[config.mk]
export PLATFORM = sky130hd
export DESIGN_NAME = json_string_escaper_core
export DESIGN_NICKNAME = d
export VERILOG_FILES = /design/src/hw/rtl/jse_pkg.sv /design/src/hw/rtl/json_string_escaper_core.sv
export SDC_FILE = /design/constraint.sdc
export NUM_CORES = 1
export LEC_CHECK = 0
export ABC_AREA = 1
export BUFFER_PORTS_ARGS = -buffer_cell sky130_fd_sc_hd__buf_2
export CAP_MARGIN = 20
export CORE_ASPECT_RATIO = 0.75
export CORE_UTILIZATION = 60
export DETAILED_ROUTE_END_ITERATION = 12
export PLACE_DENSITY = 0.87
export SLEW_MARGIN = 10
export SYNTH_ARGS = -nofsm -noshare
export SYNTH_HDL_FRONTEND = slang
export SYNTH_SLANG_ARGS = --single-unit
[constraint.sdc]
create_clock -name clk -period 3.1 [get_ports clk]
set_input_delay 0.465 -clock clk [delete_from_list [all_inputs] [get_ports clk]]
set_output_delay 0.465 -clock clk [all_outputs]
set_load 0.02 [all_outputs]
[src/hw/rtl/jse_pkg.sv]
// ----------------------------------------------------------------------------
// jse_pkg
// Shared types, character codes and helpers for the JSON string escaper.
// ----------------------------------------------------------------------------
package jse_pkg;

  localparam int unsigned MAX_RUN = 6;
  localparam int unsigned RUN_W   = $clog2(MAX_RUN + 1);

  typedef struct packed {
    logic [7:0] code_unit;
    logic       last_in_string;
  } in_word_t;

  typedef struct packed {
    logic [7:0] out_char;
    logic       run_end;
  } out_word_t;

  localparam logic [7:0] CH_BSLASH = 8'h5C;
  localparam logic [7:0] CH_QUOTE  = 8'h22;
  localparam logic [7:0] CH_SLASH  = 8'h2F;
  localparam logic [7:0] CH_ZERO   = 8'h30;
  localparam logic [7:0] CH_ONE    = 8'h31;
  localparam logic [7:0] CH_UPPA   = 8'h41;
  localparam logic [7:0] CH_B      = 8'h62;
  localparam logic [7:0] CH_F      = 8'h66;
  localparam logic [7:0] CH_N      = 8'h6E;
  localparam logic [7:0] CH_R      = 8'h72;
  localparam logic [7:0] CH_T      = 8'h74;
  localparam logic [7:0] CH_U      = 8'h75;

  localparam logic [7:0] CC_BS  = 8'h08;
  localparam logic [7:0] CC_TAB = 8'h09;
  localparam logic [7:0] CC_LF  = 8'h0A;
  localparam logic [7:0] CC_FF  = 8'h0C;
  localparam logic [7:0] CC_CR  = 8'h0D;

  // uppercase hex digit for one nibble
  function automatic logic [7:0] hex_char(input logic [3:0] nib);
    logic [7:0] res;
    if (nib < 4'd10) begin
      res = CH_ZERO + {4'd0, nib};
    end else begin
      res = CH_UPPA + {4'd0, nib} - 8'd10;
    end
    return res;
  endfunction

endpackage

[src/hw/rtl/json_string_escaper_core.sv]
// ----------------------------------------------------------------------------
// json_string_escaper_core
// JSON string escaper: one input byte in, its escaped form out a byte a cycle unless stalled.
// ----------------------------------------------------------------------------
// Each input word (one byte plus a last-in-string flag) is captured in an
// input register, expanded in one pass into a run of one to six bytes, and
// loaded into an output shift register that sends one byte per cycle while
// out_stall is low, with run_end set on the run's final byte. The next word
// loads as the last byte of a run is taken, so plain bytes flow at one word
// per cycle when the output does not stall; an escape holds the input until
// its run is sent. A byte passes the input register, then the shift register.
module json_string_escaper_core
  import jse_pkg::*;
(
  input  logic      clk,
  input  logic      rst_n,
  input  logic      in_valid,
  output logic      in_stall,
  input  in_word_t  in_data,
  output logic      out_valid,
  input  logic      out_stall,
  output out_word_t out_data
);

  logic             in_vld_r;
  in_word_t         in_r;
  logic             start_r;
  logic [7:0]       buf_r [MAX_RUN];
  logic [RUN_W-1:0] len_r;

  logic [7:0]       buf_nxt [MAX_RUN];
  logic [RUN_W-1:0] len_nxt;
  logic             out_take;
  logic             last_byte;
  logic             load_out;
  logic             in_take;
  logic             quote_esc;
  logic [7:0]       c;

  assign last_byte = (len_r == RUN_W'(1));
  assign out_take  = out_valid && !out_stall;
  assign load_out  = in_vld_r && ((len_r == '0) || (last_byte && !out_stall));
  assign in_stall  = in_vld_r && !load_out;
  assign in_take   = in_valid && !in_stall;

  assign out_valid         = (len_r != '0);
  assign out_data.out_char = buf_r[0];
  assign out_data.run_end  = last_byte;

  // expansion of the held byte
  assign c         = in_r.code_unit;
  assign quote_esc = !start_r && !in_r.last_in_string;

  always_comb begin
    for (int i = 0; i < MAX_RUN; i++) begin
      buf_nxt[i] = CH_ZERO;
    end
    buf_nxt[0] = c;
    len_nxt    = RUN_W'(1);
    case (c) inside
      [8'h20:8'h21], [8'h23:8'h2E], [8'h30:8'h5B], [8'h5D:8'hFF]: begin
        buf_nxt[0] = c;
        len_nxt    = RUN_W'(1);
      end
      CC_BS, CC_FF, CC_LF, CC_CR, CC_TAB, CH_SLASH, CH_BSLASH: begin
        buf_nxt[0] = CH_BSLASH;
        len_nxt    = RUN_W'(2);
        case (c)
          CC_BS:   buf_nxt[1] = CH_B;
          CC_FF:   buf_nxt[1] = CH_F;
          CC_LF:   buf_nxt[1] = CH_N;
          CC_CR:   buf_nxt[1] = CH_R;
          CC_TAB:  buf_nxt[1] = CH_T;
          default: buf_nxt[1] = c;  // slash and backslash escape as themselves
        endcase
      end
      CH_QUOTE: begin
        // quote at either end of a string goes out bare
        if (quote_esc) begin
          buf_nxt[0] = CH_BSLASH;
          buf_nxt[1] = CH_QUOTE;
          len_nxt    = RUN_W'(2);
        end
      end
      default: begin
        buf_nxt[0] = CH_BSLASH;
        buf_nxt[1] = CH_U;
        buf_nxt[4] = hex_char(c[7:4]);
        buf_nxt[5] = hex_char(c[3:0]);
        len_nxt    = RUN_W'(MAX_RUN);
      end
    endcase
  end

  always_ff @(posedge clk) begin
    if (!rst_n) begin
      in_vld_r <= 1'b0;
      start_r  <= 1'b1;
      len_r    <= '0;
    end else begin
      if (in_take) begin
        in_vld_r <= 1'b1;
      end else if (load_out) begin
        in_vld_r <= 1'b0;
      end
      if (load_out) begin
        start_r <= in_r.last_in_string;
        len_r   <= len_nxt;
      end else if (out_take) begin
        len_r <= len_r - RUN_W'(1);
      end
    end
  end

  // payload registers
  always_ff @(posedge clk) begin
    if (in_take) begin
      in_r <= in_data;
    end
    if (load_out) begin
      for (int i = 0; i < MAX_RUN; i++) begin
        buf_r[i] <= buf_nxt[i];
      end
    end else if (out_take) begin
      for (int i = 0; i < MAX_RUN - 1; i++) begin
        buf_r[i] <= buf_r[i+1];
      end
    end
  end

endmodule

==> results.toml <==
[clocking]
cts_htree_levels = 3
holdBufCountCts = 0
cts_sinks = 58
cts_buffer_depth = 2
cts_setup_buffers = 0
root_buffer = "clkbuf_8"
cts.repair.resized = 0
clkTransAtPathRegs_ns = 0.07
clk_latency_ns = 0.34
numCtsBuffers = 9
cts_tree = "done"

[final_layout]
n_antenna_cell = 0
syn_to_final_growth_pct = 10.8
nets = 370
fin_area_um2 = 3460
fillerInstances = 381
drive_gt1_share_pct = 26.5

[power]
finalPower_mw = 3.09
leakagePower_nw = 1.45
p_per_area_nw_per_um2 = 894
ir_worst_vdd_mv = 0.575

[detailed_routing]
dr.first_iter.drc_count = 210
wl_per_cell_um = 14.0
antenna_left = 0
drt-pass1-iter-count = 6
vias_per_cell = 5.35
routed-via-count = 2197
route.detailed.drc = 0
wirelength_um = 5760

[die]
io_pins = 24
die_y_um = 64.4
design.die.area_um2 = 5490
core_area_um2 = 4950
rows = 22
start_util_pct = 63.0
fp.dieW_um = 85.3

[synth]
synth-edff-count = 53
ys_seq_elements = 58
synth_fp_nets = 343
syn_inst = 319
ys_seq_area_share_pct = 54.2
ys_types = 32
syn_area_um2 = 3120
avgSynthCellArea_um2 = 9.78
ys_warn_count = 0
ys.flop_type = "edfxtp_1"
synth-async-reset-ratio_pct = 0

[sta]
setup_ws_ns = 0.837
period_needed_ns = 2.26
maxSlewHeadroom_pct = 66.5
setup_viol = 0
skew_ns = 0.0104
setup_tns_ns = 0
fmax_mhz = 442
slew_viol_final = 0
finalCritPeriodShare_pct = 73.0
rsz0062_at_grt = "no"
hold_viol_final = 0
worst_pin_slew_ns = 0.502

[global_routing]
grt_pass1_vias = 2054
antenna_found_initial = 0
grt_max_degree = 33
overflow = 0
grt_pass1_wl_um = 9780
grt_usage_pct = 24.2

[placement]
gp_congestion = 0.938
place_ws_ns = 0.867
hpwlAfterDp_um = 4270
place_area_um2 = 3250
portBuffers = 23

[status]
outcome = "completed"

[critical_path]
crit_type = "reg2reg"
critPathLaunch = "c[0]"
crit_arrival_ns = 2.36
rr_endpoint = "buf_r[5][4]"
rr_worst_depth = 12
reg2reg_from = "c[0]"
endpoint_kind = "flip-flop"
setup.worst_path.start_class = "flip-flop"
required_ns = 3.20
crit_end = "buf_r[5][4]"
worst-r2r-setup-slack_ns = 0.84
crit_fanout = 5

[hold_path]
hold_class = "in2reg"
hold_start = "in_data[4]"
hold_path_depth = 1

[run]
drv_cap = 0
## sequential cells by signal (all words and copies together) (netlist names)
name	count
len_r	3
buf_r	44
in_vld_r	1
c	8
in_r	1
start_r	1
## logic make-up (layout without fill, tap and decap cells)
| group | after synthesis | after routing | share of synthesized area, % |
|---|---|---|---|
| and+or+nand+nor | 166 | 166 | 27.9 |
| DFF | 58 | 58 | 54.2 |
| buffers and inverters | 53 | 85 | 7.66 |
| AOI/OAI and AO/OA | 30 | 30 | 5.66 |
| adders and majority gates | 11 | 11 | 4.41 |
| other | 1 | 1 | 0.120 |
## critical path, stage by stage (launching register included)
cell and delay [ns]:
edfxtp_1 0.51, inv_1 0.18, ha_1 0.29, inv_1 0.14, nor2_1 0.07, nand3_1 0.11
o21ai_2 0.12, nor2_4 0.13, nand2_4 0.09, nor2_8 0.13, nand3_4 0.09, nor2_4 0.11
inv_2 0.03
## cell usage after synthesis (4+ instances only)
cell type / number / share of area (%)
edfxtp_1: 53 / 51
nand2_1: 72 / 8.7
nor2_4: 4 / 1.4
ha_1: 11 / 4.4
nand2_4: 5 / 1.8
inv_2: 10 / 1.2
dfxtp_1: 5 / 3.2
nand3_1: 17 / 2.7
o21ai_0: 7 / 1.1
nor2_1: 35 / 4.2
inv_1: 33 / 4.0
or2_2: 6 / 1.2
nand4_1: 7 / 1.4
nand2_2: 9 / 1.8
a21oi_1: 9 / 1.4
o21ai_1: 5 / 0.80
## layout make-up
cell class	instances	area, um^2	area share, %
Sequential cell	58	1690	48.9
Multi-Input combinational cell	208	1190	34.4
Inverter	44	168	4.85
Clock buffer	10	138	3.98
Timing Repair Buffer	25	130	3.76
Tap cell	60	75.1	2.17
Clock inverter	6	66.3	1.92
## layer usage
layer | vias to the layer above | part of all wire, % | global-route usage (%)
met5 | - | 0 | 0
met2 | 77 | 46 | 37.0
met1 | 1014 | 45 | 32.2
met4 | 0 | 1.6 | 6.88
met3 | 12 | 7.9 | 9.94
li1 | 1094 | - | -
## cells in the final DEF (no fill, tap or decap), drive strengths merged
cell,synthesis,layout
buf,6,25
clkinvlp,0,3
dfxtp,5,5
clkinv,0,2
bufinv,0,1
nor3,1,1
o22ai,2,2
nand2,86,86
o21ai,15,15
nand4,7,7
inv,44,44
nor2,43,43
nand3,23,23
conb,1,1
a21oi,12,12
clkbuf,3,10
a31oi,1,1
edfxtp,53,53
or2,6,6
ha,11,11
## power breakdown
group	internal [mW]	total, mW	switching, mW
clock	0.392	0.697	0.305
combinational	0.279	1.01	0.736
sequential	1.27	1.38	0.107
total	1.94	3.09	1.15
## worst min path at each step
stage	endpoint	slack (ns)
4_1_cts	in_r[0]	0.28
3_5_place_dp	buf_r[3][5]	0.49
2_1_floorplan	buf_r[2][4]	0.48
3_3_place_gp	buf_r[3][4]	0.48
6_report	c[3]	0.29
5_1_grt	c[3]	0.27
## stage by stage
stage               hold WS, ns  utilization, %  std cells
finish                    0.291            69.8        411
global route              0.273            69.8        411
CTS                       0.279            69.8        411
detailed placement        0.488            65.7        395
global placement          0.485            65.7        395
floorplan                 0.482               -        319
(Power assumes the default switching activity.)
